File: src/rtl/core/dtt_pkg.sv
// Package of the deadline timer table: sizes, codes, types and helpers.
// Depends on nothing; used by every module and interface of the block but dtt_ram.
`timescale 1ns / 1ps
package dtt_pkg;
	localparam int SLOTS     = 16;
	localparam int SLOT_BITS = $clog2(SLOTS);
	localparam int TIME_BITS = 48;
	localparam int WORD_BITS = 2 * TIME_BITS + 1;
	localparam logic [TIME_BITS-1:0] MARGIN_RESET = TIME_BITS'(64'd60000000);

	typedef enum logic [2:0] {
		CMD_ADD     = 3'd0,
		CMD_CANCEL  = 3'd1,
		CMD_REFRESH = 3'd2,
		CMD_REARM   = 3'd3,
		CMD_EXPIRE  = 3'd4,
		CMD_QUERY   = 3'd5
	} cmd_t;

	typedef enum logic [1:0] {
		STAT_OK       = 2'd0,
		STAT_INACTIVE = 2'd1,
		STAT_FULL     = 2'd2
	} status_t;

	typedef enum logic [2:0] {
		S_IDLE, S_RD, S_EXEC, S_SCAN, S_PICK, S_RESP, S_EMIT
	} state_t;

	typedef enum logic [1:0] {
		SCAN_FRONT, SCAN_QUERY, SCAN_EXPIRE
	} scan_mode_t;

	typedef struct packed {
		logic [1:0]           status;
		logic [SLOT_BITS-1:0] slot_out;
		logic                 fired;
		logic                 last;
		logic [TIME_BITS-1:0] wait_ms;
		logic                 none_pending;
		logic                 became_earliest;
		logic                 any_active;
	} res_t;

	typedef struct packed {
		logic [2:0]           cmd;
		logic [SLOT_BITS-1:0] slot;
		logic [TIME_BITS-1:0] period_ms;
		logic                 repeat_req;
		logic                 start_now;
		logic [TIME_BITS-1:0] now_ms;
	} req_t;

	typedef struct packed {
		logic                 we;
		logic [SLOT_BITS-1:0] waddr;
		logic [WORD_BITS-1:0] wdata;
		logic [SLOT_BITS-1:0] raddr;
	} mem_req_t;

	// Saturating time add
	function automatic logic [TIME_BITS-1:0] sat_add(input logic [TIME_BITS-1:0] a,
	                                                 input logic [TIME_BITS-1:0] b);
		logic [TIME_BITS:0] s;
		s = {1'b0, a} + {1'b0, b};
		return s[TIME_BITS] ? '1 : s[TIME_BITS-1:0];
	endfunction
endpackage

File: src/rtl/core/dtt_if.sv
// Handshake channels of the timer table: request, result and configuration.
// Depends on dtt_pkg for field widths.
`timescale 1ns / 1ps
interface dtt_req_if;
	logic                          valid;
	logic                          ready;
	logic [2:0]                    cmd;
	logic [dtt_pkg::SLOT_BITS-1:0] slot;
	logic [dtt_pkg::TIME_BITS-1:0] period_ms;
	logic                          repeat_req;
	logic                          start_now;
	logic [dtt_pkg::TIME_BITS-1:0] now_ms;
	modport source (output valid, cmd, slot, period_ms, repeat_req, start_now, now_ms,
		input ready);
	modport sink (input valid, cmd, slot, period_ms, repeat_req, start_now, now_ms,
		output ready);
endinterface

interface dtt_rsp_if;
	logic                          valid;
	logic                          ready;
	logic [1:0]                    status;
	logic [dtt_pkg::SLOT_BITS-1:0] slot_out;
	logic                          fired;
	logic                          last;
	logic [dtt_pkg::TIME_BITS-1:0] wait_ms;
	logic                          none_pending;
	logic                          became_earliest;
	logic                          any_active;
	modport source (output valid, status, slot_out, fired, last, wait_ms, none_pending,
		became_earliest, any_active, input ready);
	modport sink (input valid, status, slot_out, fired, last, wait_ms, none_pending,
		became_earliest, any_active, output ready);
endinterface

interface dtt_cfg_if;
	logic                          valid;
	logic                          ready;
	logic [dtt_pkg::TIME_BITS-1:0] data;
	modport source (output valid, data, input ready);
	modport sink (input valid, data, output ready);
endinterface

File: src/rtl/core/dtt_ram.sv
// Generic single-write, single-read synchronous RAM with registered read data.
// Depends on nothing.
`timescale 1ns / 1ps
module dtt_ram #(
	parameter int DEPTH = 16,
	parameter int WIDTH = 8
) (
	input  logic                     clk,
	input  logic                     we,
	input  logic [$clog2(DEPTH)-1:0] waddr,
	input  logic [WIDTH-1:0]         wdata,
	input  logic [$clog2(DEPTH)-1:0] raddr,
	output logic [WIDTH-1:0]         rdata
);
	logic [WIDTH-1:0] mem [DEPTH];

	always_ff @(posedge clk) begin
		if (we) begin
			mem[waddr] <= wdata;
		end
		rdata <= mem[raddr];
	end
endmodule

File: src/rtl/core/dtt_ctrl.sv
// Command sequencer of the timer table: read-modify-write of slot entries and
// the one-comparator scans. Depends on dtt_pkg; drives the slot RAM.
`timescale 1ns / 1ps
module dtt_ctrl (
	input  logic                          clk,
	input  logic                          arst_n,
	input  logic                          req_valid,
	output logic                          req_ready,
	input  dtt_pkg::req_t                 req,
	input  logic [dtt_pkg::TIME_BITS-1:0] margin,
	output dtt_pkg::mem_req_t             mem,
	input  logic [dtt_pkg::WORD_BITS-1:0] rdata,
	input  logic                          room,
	output logic                          res_valid,
	output dtt_pkg::res_t                 res
);
	import dtt_pkg::*;

	state_t state_q, state_nx;
	scan_mode_t mode_q;
	logic [SLOTS-1:0]     active_q, picked_q;
	logic                 front_sig_q;
	logic [TIME_BITS-1:0] last_time_q;
	// captured item
	cmd_t                 cmd_q;
	logic [SLOT_BITS-1:0] slot_q;
	logic [TIME_BITS-1:0] per_q, now_q;
	logic                 rep_q, fnow_q;
	// scan bookkeeping
	logic [SLOT_BITS:0]   c_q;
	logic                 v_s1;
	logic [SLOT_BITS-1:0] idx_s1;
	logic                 found_q, blocked_q, roll_q;
	logic [SLOT_BITS-1:0] best_q, tgt_q;
	logic [TIME_BITS-1:0] best_dl_q, tgt_dl_q, best_per_q;
	logic                 best_rep_q;
	logic [SLOT_BITS-1:0] list_q [SLOTS];
	logic [SLOT_BITS:0]   n_q;
	logic [SLOT_BITS-1:0] k_q;
	res_t                 res_q;

	logic [TIME_BITS-1:0] rd_dl, rd_per, old_start;
	logic                 rd_rep;
	logic [SLOTS-1:0]     slot_mask;
	logic                 full, any_now, unchanged, hit, elig, better, scan_end, emit_last;
	logic [SLOT_BITS-1:0] free_idx;
	logic [TIME_BITS-1:0] best_dl_fin;
	// execute-cycle setup
	res_t                 exec_res;
	logic [SLOT_BITS-1:0] exec_tgt;
	logic [TIME_BITS-1:0] exec_tgt_dl;
	scan_mode_t           exec_mode;

	assign rd_dl     = rdata[TIME_BITS-1:0];
	assign rd_per    = rdata[2*TIME_BITS-1:TIME_BITS];
	assign rd_rep    = rdata[2*TIME_BITS];
	assign old_start = (rd_dl >= rd_per) ? rd_dl - rd_per : '0;
	assign slot_mask = SLOTS'(1) << slot_q;
	assign full      = &active_q;
	assign any_now   = |active_q;
	assign unchanged = (per_q == rd_per) && !fnow_q;

	// lowest free slot
	always_comb begin
		free_idx = '0;
		for (int i = SLOTS - 1; i >= 0; i--) begin
			if (!active_q[i]) begin
				free_idx = SLOT_BITS'(i);
			end
		end
	end

	// scan compare on the entry read last cycle
	assign hit = (idx_s1 != tgt_q) && active_q[idx_s1] &&
		((rd_dl < tgt_dl_q) || ((rd_dl == tgt_dl_q) && (idx_s1 < tgt_q)));
	assign elig = active_q[idx_s1] && !picked_q[idx_s1] &&
		((mode_q == SCAN_QUERY) || roll_q || (rd_dl <= now_q));
	assign better      = v_s1 && elig && (!found_q || (rd_dl < best_dl_q));
	assign scan_end    = v_s1 && (idx_s1 == SLOT_BITS'(SLOTS - 1));
	assign best_dl_fin = better ? rd_dl : best_dl_q;
	assign emit_last   = ({1'b0, k_q} == n_q - 1'b1);

	// result, scan target and scan mode decided in the execute cycle
	always_comb begin
		exec_res            = '0;
		exec_res.last       = 1'b1;
		exec_res.slot_out   = slot_q;
		exec_res.any_active = any_now;
		exec_tgt            = slot_q;
		exec_tgt_dl         = sat_add(fnow_q ? now_q : old_start, per_q);
		exec_mode           = SCAN_FRONT;
		case (cmd_q)
			CMD_ADD: begin
				exec_res.any_active = 1'b1;
				if (full) begin
					exec_res.status   = STAT_FULL;
					exec_res.slot_out = '0;
				end else begin
					exec_res.slot_out = free_idx;
					exec_tgt          = free_idx;
					exec_tgt_dl       = sat_add(now_q, per_q);
				end
			end
			CMD_CANCEL: begin
				if (!active_q[slot_q]) exec_res.status = STAT_INACTIVE;
				else exec_res.any_active = |(active_q & ~slot_mask);
			end
			CMD_REFRESH: if (!active_q[slot_q]) exec_res.status = STAT_INACTIVE;
			CMD_REARM: begin
				if (!unchanged && !active_q[slot_q]) begin
					exec_res.status = STAT_INACTIVE;
				end
				if (!unchanged && active_q[slot_q]) exec_res.any_active = 1'b1;
			end
			CMD_EXPIRE: begin
				exec_res.slot_out = '0;
				exec_mode         = SCAN_EXPIRE;
			end
			CMD_QUERY: begin
				exec_res.slot_out = '0;
				exec_mode         = SCAN_QUERY;
			end
			default: exec_res.slot_out = '0;
		endcase
	end

	// next state
	always_comb begin
		state_nx = state_q;
		unique case (state_q)
			S_IDLE: if (req_valid) state_nx = S_RD;
			S_RD:   state_nx = S_EXEC;
			S_EXEC: begin
				case (cmd_q)
					CMD_ADD:    state_nx = full ? S_RESP : S_SCAN;
					CMD_REARM:  state_nx = (unchanged || !active_q[slot_q]) ? S_RESP : S_SCAN;
					CMD_EXPIRE: state_nx = any_now ? S_SCAN : S_RESP;
					CMD_QUERY:  state_nx = S_SCAN;
					default:    state_nx = S_RESP;
				endcase
			end
			S_SCAN: begin
				if (scan_end) begin
					if (mode_q != SCAN_EXPIRE) state_nx = S_RESP;
					else if (found_q || better) state_nx = S_PICK;
					else if (n_q == '0) state_nx = S_RESP;
					else state_nx = S_EMIT;
				end
			end
			S_PICK: state_nx = S_SCAN;
			S_RESP: if (room) state_nx = S_IDLE;
			S_EMIT: if (room && emit_last) state_nx = S_IDLE;
			default: state_nx = S_IDLE;
		endcase
	end

	// outputs: handshake, RAM port, result
	always_comb begin
		req_ready = (state_q == S_IDLE);
		mem.raddr = (state_q == S_SCAN) ? c_q[SLOT_BITS-1:0] : slot_q;
		mem.we    = 1'b0;
		mem.waddr = slot_q;
		mem.wdata = {rd_rep, rd_per, sat_add(now_q, rd_per)};
		if (state_q == S_EXEC) begin
			case (cmd_q)
				CMD_ADD: begin
					mem.we    = !full;
					mem.waddr = free_idx;
					mem.wdata = {rep_q, per_q, sat_add(now_q, per_q)};
				end
				CMD_REFRESH: mem.we = active_q[slot_q];
				CMD_REARM: begin
					mem.we    = !unchanged && active_q[slot_q];
					mem.wdata = {rd_rep, per_q,
						sat_add(fnow_q ? now_q : old_start, per_q)};
				end
				default: mem.we = 1'b0;
			endcase
		end else if (state_q == S_PICK) begin
			mem.we    = best_rep_q;
			mem.waddr = best_q;
			mem.wdata = {best_rep_q, best_per_q, sat_add(now_q, best_per_q)};
		end
		res_valid = room && ((state_q == S_RESP) || (state_q == S_EMIT));
		res       = res_q;
		if (state_q == S_EMIT) begin
			res            = '0;
			res.status     = STAT_OK;
			res.slot_out   = list_q[k_q];
			res.fired      = 1'b1;
			res.last       = emit_last;
			res.any_active = any_now;
		end
	end

	// control state
	always_ff @(posedge clk or negedge arst_n) begin
		if (!arst_n) begin
			state_q     <= S_IDLE;
			active_q    <= '0;
			front_sig_q <= 1'b0;
			last_time_q <= '0;
			v_s1        <= 1'b0;
		end else begin
			state_q <= state_nx;
			v_s1    <= (state_q == S_SCAN) && (c_q < (SLOT_BITS+1)'(SLOTS));
			if (state_q == S_EXEC) begin
				case (cmd_q)
					CMD_ADD:    if (!full) active_q[free_idx] <= 1'b1;
					CMD_CANCEL: active_q <= active_q & ~slot_mask;
					CMD_EXPIRE: if (any_now) last_time_q <= now_q;
					CMD_QUERY:  front_sig_q <= 1'b0;
					default:    ;
				endcase
			end
			if (state_q == S_PICK && !best_rep_q) begin
				active_q[best_q] <= 1'b0;
			end
			if (state_q == S_SCAN && scan_end && mode_q == SCAN_FRONT &&
				!(blocked_q || hit) && !front_sig_q) begin
				front_sig_q <= 1'b1;
			end
		end
	end

	// payload and scan registers
	always_ff @(posedge clk) begin
		if (state_q == S_IDLE && req_valid) begin
			cmd_q  <= cmd_t'(req.cmd);
			slot_q <= req.slot;
			per_q  <= req.period_ms;
			rep_q  <= req.repeat_req;
			fnow_q <= req.start_now;
			now_q  <= req.now_ms;
		end
		if (state_q == S_EXEC || state_q == S_PICK) begin
			c_q       <= '0;
			found_q   <= 1'b0;
			blocked_q <= 1'b0;
		end
		if (state_q == S_EXEC) begin
			res_q    <= exec_res;
			picked_q <= '0;
			n_q      <= '0;
			k_q      <= '0;
			tgt_q    <= exec_tgt;
			tgt_dl_q <= exec_tgt_dl;
			mode_q   <= exec_mode;
			roll_q   <= (last_time_q > margin) && (now_q < last_time_q - margin);
		end
		// one entry a cycle through the read port
		if (state_q == S_SCAN) begin
			if (c_q < (SLOT_BITS+1)'(SLOTS)) c_q <= c_q + 1'b1;
			idx_s1 <= c_q[SLOT_BITS-1:0];
			if (v_s1 && hit) blocked_q <= 1'b1;
			if (better) begin
				found_q    <= 1'b1;
				best_q     <= idx_s1;
				best_dl_q  <= rd_dl;
				best_per_q <= rd_per;
				best_rep_q <= rd_rep;
			end
			if (scan_end) begin
				case (mode_q)
					SCAN_FRONT: res_q.became_earliest <= !(blocked_q || hit) && !front_sig_q;
					SCAN_QUERY: begin
						res_q.none_pending <= !(found_q || better);
						res_q.any_active   <= found_q || better;
						res_q.wait_ms      <= !(found_q || better) ? '1 :
							(now_q >= best_dl_fin) ? '0 : best_dl_fin - now_q;
					end
					default: res_q.any_active <= 1'b1;
				endcase
			end
		end
		// record the pick
		if (state_q == S_PICK) begin
			picked_q[best_q]          <= 1'b1;
			list_q[n_q[SLOT_BITS-1:0]] <= best_q;
			n_q                       <= n_q + 1'b1;
		end
		if (state_q == S_EMIT && room) begin
			k_q <= k_q + 1'b1;
		end
	end
endmodule

File: src/rtl/core/deadline_timer_table_core.sv
// Top level of the deadline timer table: channels, margin register, result
// register. Depends on dtt_pkg, dtt_if, dtt_ram and dtt_ctrl.
`timescale 1ns / 1ps
// Timer table of SLOTS slots whose deadline, period and repeat flag live in
// one synchronous RAM with a single read port. Every command first reads
// the entry named by its slot field. Add (unless the table is full) and
// rearm (when it changes an active slot) then scan all slots, one entry a
// cycle, to see whether the slot became the earliest. The query scans once
// for the minimum. The expiry check, when any slot is active, scans once per
// due slot plus once more to find none left; cancel, refresh and unknown
// commands do not scan. A result stall holds the command in its response or
// emit state. A result waits in an output register; the next item is taken
// once the command's results have all entered it. The margin register may
// be written at any time the table is idle.
module deadline_timer_table_core (
	input logic   clk,
	input logic   arst_n,
	dtt_cfg_if.sink cfg,
	dtt_req_if.sink req,
	dtt_rsp_if.source rsp
);
	import dtt_pkg::*;

	logic [TIME_BITS-1:0] margin_q;
	res_t                 rsp_q, res;
	logic                 rsp_v_q, res_valid, room;
	req_t                 req_pl;
	mem_req_t             mem;
	logic [WORD_BITS-1:0] rdata;

	// rollback margin register
	assign cfg.ready = 1'b1;
	always_ff @(posedge clk or negedge arst_n) begin
		if (!arst_n) begin
			margin_q <= MARGIN_RESET;
		end else if (cfg.valid) begin
			margin_q <= cfg.data;
		end
	end

	assign req_pl = '{cmd: req.cmd, slot: req.slot, period_ms: req.period_ms,
		repeat_req: req.repeat_req, start_now: req.start_now, now_ms: req.now_ms};

	dtt_ram #(.DEPTH(SLOTS), .WIDTH(WORD_BITS)) u_ram (
		.clk  (clk),
		.we   (mem.we),
		.waddr(mem.waddr),
		.wdata(mem.wdata),
		.raddr(mem.raddr),
		.rdata(rdata)
	);

	dtt_ctrl u_ctrl (
		.clk      (clk),
		.arst_n   (arst_n),
		.req_valid(req.valid),
		.req_ready(req.ready),
		.req      (req_pl),
		.margin   (margin_q),
		.mem      (mem),
		.rdata    (rdata),
		.room     (room),
		.res_valid(res_valid),
		.res      (res)
	);

	// result register
	assign room = !rsp_v_q || rsp.ready;
	always_ff @(posedge clk or negedge arst_n) begin
		if (!arst_n) begin
			rsp_v_q <= 1'b0;
		end else if (room) begin
			rsp_v_q <= res_valid;
		end
	end
	always_ff @(posedge clk) begin
		if (room && res_valid) begin
			rsp_q <= res;
		end
	end

	assign rsp.valid           = rsp_v_q;
	assign rsp.status          = rsp_q.status;
	assign rsp.slot_out        = rsp_q.slot_out;
	assign rsp.fired           = rsp_q.fired;
	assign rsp.last            = rsp_q.last;
	assign rsp.wait_ms         = rsp_q.wait_ms;
	assign rsp.none_pending    = rsp_q.none_pending;
	assign rsp.became_earliest = rsp_q.became_earliest;
	assign rsp.any_active      = rsp_q.any_active;
endmodule

File: src/flat_wrapper.sv
// flat-port wrapper written by rule: the top's interface ports become plain ports
module deadline_timer_table_core_flat import dtt_pkg::*;
  (clk, arst_n, cfg_valid, cfg_data, cfg_ready, req_valid, req_cmd, req_slot, req_period_ms, req_repeat_req, req_start_now, req_now_ms, req_ready, rsp_valid, rsp_status, rsp_slot_out, rsp_fired, rsp_last, rsp_wait_ms, rsp_none_pending, rsp_became_earliest, rsp_any_active, rsp_ready);
  dtt_cfg_if cfg_i ();
  dtt_req_if req_i ();
  dtt_rsp_if rsp_i ();
  input logic clk;
  input logic arst_n;
  input wire logic [$bits(cfg_i.valid)-1:0] cfg_valid;
  input wire logic [$bits(cfg_i.data)-1:0] cfg_data;
  output wire logic [$bits(cfg_i.ready)-1:0] cfg_ready;
  input wire logic [$bits(req_i.valid)-1:0] req_valid;
  input wire logic [$bits(req_i.cmd)-1:0] req_cmd;
  input wire logic [$bits(req_i.slot)-1:0] req_slot;
  input wire logic [$bits(req_i.period_ms)-1:0] req_period_ms;
  input wire logic [$bits(req_i.repeat_req)-1:0] req_repeat_req;
  input wire logic [$bits(req_i.start_now)-1:0] req_start_now;
  input wire logic [$bits(req_i.now_ms)-1:0] req_now_ms;
  output wire logic [$bits(req_i.ready)-1:0] req_ready;
  output wire logic [$bits(rsp_i.valid)-1:0] rsp_valid;
  output wire logic [$bits(rsp_i.status)-1:0] rsp_status;
  output wire logic [$bits(rsp_i.slot_out)-1:0] rsp_slot_out;
  output wire logic [$bits(rsp_i.fired)-1:0] rsp_fired;
  output wire logic [$bits(rsp_i.last)-1:0] rsp_last;
  output wire logic [$bits(rsp_i.wait_ms)-1:0] rsp_wait_ms;
  output wire logic [$bits(rsp_i.none_pending)-1:0] rsp_none_pending;
  output wire logic [$bits(rsp_i.became_earliest)-1:0] rsp_became_earliest;
  output wire logic [$bits(rsp_i.any_active)-1:0] rsp_any_active;
  input wire logic [$bits(rsp_i.ready)-1:0] rsp_ready;
  assign cfg_i.valid = cfg_valid;
  assign cfg_i.data = cfg_data;
  assign cfg_ready = cfg_i.ready;
  assign req_i.valid = req_valid;
  assign req_i.cmd = req_cmd;
  assign req_i.slot = req_slot;
  assign req_i.period_ms = req_period_ms;
  assign req_i.repeat_req = req_repeat_req;
  assign req_i.start_now = req_start_now;
  assign req_i.now_ms = req_now_ms;
  assign req_ready = req_i.ready;
  assign rsp_valid = rsp_i.valid;
  assign rsp_status = rsp_i.status;
  assign rsp_slot_out = rsp_i.slot_out;
  assign rsp_fired = rsp_i.fired;
  assign rsp_last = rsp_i.last;
  assign rsp_wait_ms = rsp_i.wait_ms;
  assign rsp_none_pending = rsp_i.none_pending;
  assign rsp_became_earliest = rsp_i.became_earliest;
  assign rsp_any_active = rsp_i.any_active;
  assign rsp_i.ready = rsp_ready;
  deadline_timer_table_core u_core (.clk(clk), .arst_n(arst_n), .cfg(cfg_i), .req(req_i), .rsp(rsp_i));
endmodule
File: config.mk
export PLATFORM = sky130hd
export DESIGN_NAME = deadline_timer_table_core_flat
export DESIGN_NICKNAME = d
export VERILOG_FILES = /design/src/rtl/core/dtt_pkg.sv /design/src/rtl/core/dtt_if.sv /design/src/rtl/core/dtt_ram.sv /design/src/rtl/core/dtt_ctrl.sv /design/src/rtl/core/deadline_timer_table_core.sv /design/src/flat_wrapper.sv
export SDC_FILE = /design/constraint.sdc
export NUM_CORES = 2
export LEC_CHECK = 0
export BUFFER_PORTS_ARGS = -buffer_cell sky130_fd_sc_hd__buf_2
export CAP_MARGIN = 15
export CORE_ASPECT_RATIO = 2
export CORE_MARGIN = 5
export CORE_UTILIZATION = 35
export CTS_CLUSTER_DIAMETER = 40
export CTS_CLUSTER_SIZE = 10
export DETAILED_ROUTE_END_ITERATION = 12
export GPL_TIMING_DRIVEN = 0
export PLACE_DENSITY = 0.53
export REMOVE_ABC_BUFFERS = 1
export SLEW_MARGIN = 30
export SYNTH_ARGS = -nofsm -noshare
export SYNTH_HDL_FRONTEND = slang
export SYNTH_SLANG_ARGS = --single-unit
File: constraint.sdc
create_clock -name clk -period 18.85 [get_ports clk]
set_input_delay 1.885 -clock clk [delete_from_list [all_inputs] [get_ports clk]]
set_output_delay 1.885 -clock clk [all_outputs]
set_load 0.005 [all_outputs]
* Word level (Yosys, flattened, before mapping) *
Memories as Yosys holds them, arrays and structs flattened. A register that Yosys moved wholly into a read port is not among the register bits.
Cells that the tools add are included.
W data, S select, Z words.

operators by class
  $add $sub $neg = 11
  multipliers = 0
  div/mod/pow operators = 0
  order comparisons = 15
  eq/ne operators = 22
  shift operators = 1
  muxes and demuxes = 101
  bitwise gates (word level) = 6
  reductions and logical operators = 65

operator list
  operator             count
  $mux W48             11
  $mux W102            2
  $add A48 B48 Y49     4
  $pmux W97 S2         1
  $mux W51             3
  $lt A48 B48 Y1       3
  $sub A48 B48 Y48     3
  $eq A48 B48 Y1       2
  $ge A48 B48 Y1       2
  $mux W4              24
  $mux W16             5
  $mux W57             1
  $mux W49             1
  $gt A48 B48 Y1       1
  $le A48 B48 Y1       1
  $and A16 B16 Y16     2
  $not A16 Y16         2
  $or A16 B16 Y16      2
  $pmux W16 S2         1
  $reduce_or A16 Y1    2
  $logic_and A1 B1 Y1  27
  $mux W5              5
  $mux W1              23
  $mux W3              7
  39 further kinds     86

storage, ports and cells
  register bits after elaboration = 531
  bits in latches = 0
  RAM bits = 1616
  ROM bits = 0
  input port bits = 158
  logic and storage cells = 265
  memories kept = 2

memories
  memory                words  width  read ports  clocked after memory_dff  write ports  line            text
  u_core.u_ram.mem      16     97     1           1                         1            dtt_ram.sv:15   logic [WIDTH-1:0] mem [DEPTH];
  u_core.u_ctrl.list_q  16     4      1           1                         1            dtt_ctrl.sv:37  logic [SLOT_BITS-1:0] list_q [SLOTS];

* Longest topological paths before layout *
  depth in word-level cells = 26
  depth in mapped cells = 31
  mapped depth without buffers = 29

* Cells and area by module *
From an unflattened synthesis, not the netlist that was laid out.

second synthesis, totals
  cell total of the unflattened synthesis = 7968
  area total of the unflattened synthesis = 109640.2 um2

by module, submodules not included
  module                     instances  cells an instance  area each (um2)  sequential area each (um2)
  dtt_ram                    1          2484               59867.4          48546.6
  dtt_ctrl                   1          5318               46072.9          13618.1
  deadline_timer_table_core  1          166                3699.8           3010.4

* Worst setup path after synthesis *
OpenSTA, ideal clock, no wires.

  path kind = reg-to-reg
  from = reg u_core.u_ctrl.state_q[1]
  to = mem u_core.u_ram.mem[12][0] (netlist bit) (enable)
  arrival = 7.585 ns
  slack = 10.711 ns
  cell stages (with the launch flop) = 9
  buffers on the path = 1
  period minus slack after synthesis = 8.139 ns
  path through = dfrtp_1 -> nor2b_1 -> nand2b_1 -> inv_1 -> buf_1 -> a222oi_1 -> nor2b_1 -> nand2_1 -> nor2_1

on the way
  cells in the longest elaborated chain, start to end = 5
  elaborated cells between the ends (all ways) = 6
  those cells by class = 2 x eq/ne; 4 x mux

RTL lines
  element                        line             text
  start: declaration             dtt_ctrl.sv:19   state_t state_q, state_nx;
  start signal: assignment       dtt_ctrl.sv:205  state_q <= state_nx;
  $eq A3 B3 Y1                   dtt_ctrl.sv:179  end else if (state_q == S_PICK) begin
  $mux W102                      dtt_ctrl.sv:179
  $mux W102 *                    dtt_ctrl.sv:164  if (state_q == S_EXEC) begin
  $mux W1                        dtt_ram.sv:18    if (we) begin
  $mux W1 (implied by the code)  dtt_ram.sv:19    mem[waddr] <= wdata;
  end: declaration               dtt_ram.sv:15

Mark *: on every way between the ends. The rest lies on a longest branch, timed or not.

==> impl_metrics.ini <==
[timing]
finalHoldViolCount = 0
period_share_pct = 53.0
fin_crit_ns = 10.0
fmax_ghz = 0.100
worstMarginPinSlew_ns = 1.06
finalMaxSlewViolations = 0
setup_viol = 0
rsz0062_at_grt = no
max-slew-margin-rel_pct = 28.6
setup_tns_ns = 0
fin_skew_ns = 0.0613

[detailed_routing]
dr.pass1.iters = 9
wl_um = 375000
vias = 74300
wire_per_inst_um = 28.6
antenna_left = 0
avgViaCountPerCell = 5.67
drtIter0Drc = 6077
drc = 0

[global_routing]
grt-ovfl-total = 0
antenna_found_initial = 6
grt_pass1_vias = 78000
grt_max_degree = 71
grt_use_total_pct = 22.5
grt_pass1_wl_um = 538000

[critical_path]
worstPathRequired_ns = 19.19
cpMaxStageDelayCell = nand4_1
crit_type = flip-flop to flip-flop
critical_path_buf_inv_count = 2
crit_path_start_kind = flip-flop
cpPeakStageDelay_ns = 0.76
crit_arrival_ns = 10.34
end_kind = flip-flop
path_cells = inv_1, ha_1, nand4_1, or4_1, nor2_1, o21ai_0, nand3_1, a211o_1, a41o_2, a31oi_1, a21oi_1, ha_1, o211ai_1, a21oi_1, o31a_1, o211ai_1, o211ai_1, o211ai_1, o211ai_1, a221o_4, buf_16, o21ai_0, nand4_1
critPathMostFrequentCell = o211ai_1
path_delay_family = compound AO/OA/AOI/OAI gates
path_max_fanout = 56

[clock_tree]
path_clk_slew_ns = 0.06
cts_hold_buf = 0
clock-sinks = 2248
postCtsResizedCells = 0
cts_setup_buffers = 0
htree_levels = 5
clockRootBuffer = clkbuf_16
cts-buffers-inserted = 304
clkLatencyLatePin_ns = 0.92
clock_path_buffers = 4
cts_tree = done

[status]
status = finished clean

[synthesis]
synthCells = 8321
synthTopCellsByArea = edfxtp_1, mux4_2, ha_1, dfxtp_1, dfrtp_1
avgSynthCellArea_um2 = 13.3
synth.top_cells.by_count = edfxtp_1, nand2_1, ha_1
syn_area_mm2 = 0.110
synth_top_area_share_pct = 53.2
yosysSeqAreaShare_pct = 59.1
synth_edf_count = 1955
synth_ff_type = edfxtp_1
yosys.area.top_type = edfxtp_1
yosysMostFrequentCell = edfxtp_1
yosysWarnings = 0
synth_cell_type_count = 92
ys_ff_latch = 2248
synthArstFlopShare_pct = 5.25

[floorplanning]
pin_count = 220
start_util_pct = 35.1
die_h_um = 804
core_mm2 = 0.314
die_x_um = 407
dieArea_mm2 = 0.327
fp-row-count = 291

[power]
p_leak_nw = 47.9
cellPowerDensity_mw_per_mm2 = 177
ir_worst_vdd_uv = 91.5

[finish]
drive_above_1_share_pct = 17.1
syn2layout_area_growth_pct = 19.7
fin_nets = 9485
stdcell_area_mm2 = 0.132

[place]
hpwl_um = 285000
place_area_mm2 = 0.123
gp_congestion = 0.973
io_buffers = 218

[min_path]
hold_class = flip-flop to flip-flop

[run]
maxCapViolations = 0
-- cell type report --
type | instances | area (µm²)
fillers | 28600 | 182000
flip-flops and latches | 2248 | 65200
multi-input cells | 5286 | 42600
clock buffers | 448 | 8370
repair buffers | 542 | 8240
well taps | 4102 | 5130
inverters | 401 | 1520
clock inverters | 80 | 888
diodes | 1 | 2.50
-- cells by family after synthesis --
| group | count (synthesis) | share of synthesized area (%) |
|---|---|---|
| buffers and inverters | 787 | 2.76 |
| XOR/XNOR | 342 | 2.72 |
| multiplexers | 487 | 9.28 |
| other | 1 | 0.00340 |
| flip-flops | 2248 | 59.1 |
| adder cells (fa/ha/maj) | 544 | 6.22 |
| AND/OR/NAND/NOR | 1860 | 8.07 |
| AO/OA/AOI/OAI | 2052 | 11.8 |
-- flip-flops by register name, summed over array words and instances (netlist names), 4 cells and up, named ones only --
register and cells:
u_core.margin_q 48, u_core.u_ctrl.tgt_q 4, u_core.u_ctrl.k_q 4, u_core.u_ctrl.c_q 5, u_core.u_ctrl.best_q 4, u_core.u_ctrl.per_q 48, u_core.u_ctrl.idx_s1 4, u_core.u_ctrl.slot_q 4
u_core.u_ctrl.now_q 48, u_core.u_ctrl.list_q 64, u_core.u_ctrl.best_per_q 48, u_core.u_ctrl.n_q 5, u_core.u_ram.rdata 97, u_core.rsp.slot_out 4, u_core.u_ctrl.last_time_q 48, u_core.u_ctrl.picked_q 16
u_core.u_ctrl.tgt_dl_q 48, u_core.u_ram.mem 1552, u_core.rsp.wait_ms 48, u_core.u_ctrl.active_q 16, u_core.u_ctrl.best_dl_q 48, u_core.u_ctrl.res_q 57
-- where the power goes --
group	internal, W	total [W]	switching, W
sequential	0.00729	0.00801	0.000724
clock	0.00320	0.00540	0.00220
combinational	0.00377	0.00999	0.00622
total	0.0142	0.0234	0.00915
-- layout by cell type, fill, tap and decap left out, types with 140 or more instances in the layout --
cell type and count:
inv_1 399, nand2_1 619, nand3_1 140, mux4_2 423, a31oi_1 146, nor2_1 356
xnor2_1 206, a21o_1 234, o21ai_0 503, and2_1 175, buf_2 221, clkbuf_16 311
edfxtp_1 1955, a21oi_1 531, dfxtp_1 174, buf_16 189, ha_1 537
-- stage by stage --
| stage | hold slack (ns) | instances | total power [W] | setup slack (ns) | utilization (%) |
|---|---|---|---|---|---|
| floorplan | 0.409 | 7935 | 0.0154 | -21.41 | - |
| global placement | 0.420 | 12300 | 0.0192 | -44.06 | 36.6 |
| detailed placement | 0.416 | 12600 | 0.0180 | 9.15 | 39.1 |
| CTS | 0.430 | 13100 | 0.0235 | 9.11 | 42.0 |
| global route | 0.449 | 13100 | 0.0246 | 8.64 | 42.0 |
| finish | 0.428 | 13100 | 0.0234 | 8.85 | 42.0 |
-- layer usage --
layer	share of wire [%]	track usage, %
met4	6.8	12.8
met2	52	41.0
met1	37	25.0
met3	4.8	2.90
met5	0.0019	0
-- path summary, 6_finish.rpt --
kind / from / endpoint / slack [ns] / cells past startpoint
min: u_core.u_ram.rdata[96]$_DFF_P_ / u_core.u_ctrl.best_rep_q$_DFFE_PP_ / 0.43 / 0
min in group asynchronous: arst_n / u_core.u_ctrl.active_q[15]$_DFF_PN0_ / 0.82 / 1
max: u_core.u_ram.rdata[69]$_DFF_P_ / u_core.u_ram.mem[1][36]$_DFFE_PP_ / 8.85 / 23
max reg2reg: u_core.u_ram.rdata[69]$_DFF_P_ / u_core.u_ram.mem[1][36]$_DFFE_PP_ / 8.85 / 23
min reg2reg: u_core.u_ram.rdata[96]$_DFF_P_ / u_core.u_ctrl.best_rep_q$_DFFE_PP_ / 0.43 / 0
max in group asynchronous: arst_n / u_core.u_ctrl.last_time_q[41]$_DFFE_PN0P_ / 17.10 / 3
Note: power is estimated with default switching activity, not from simulation.
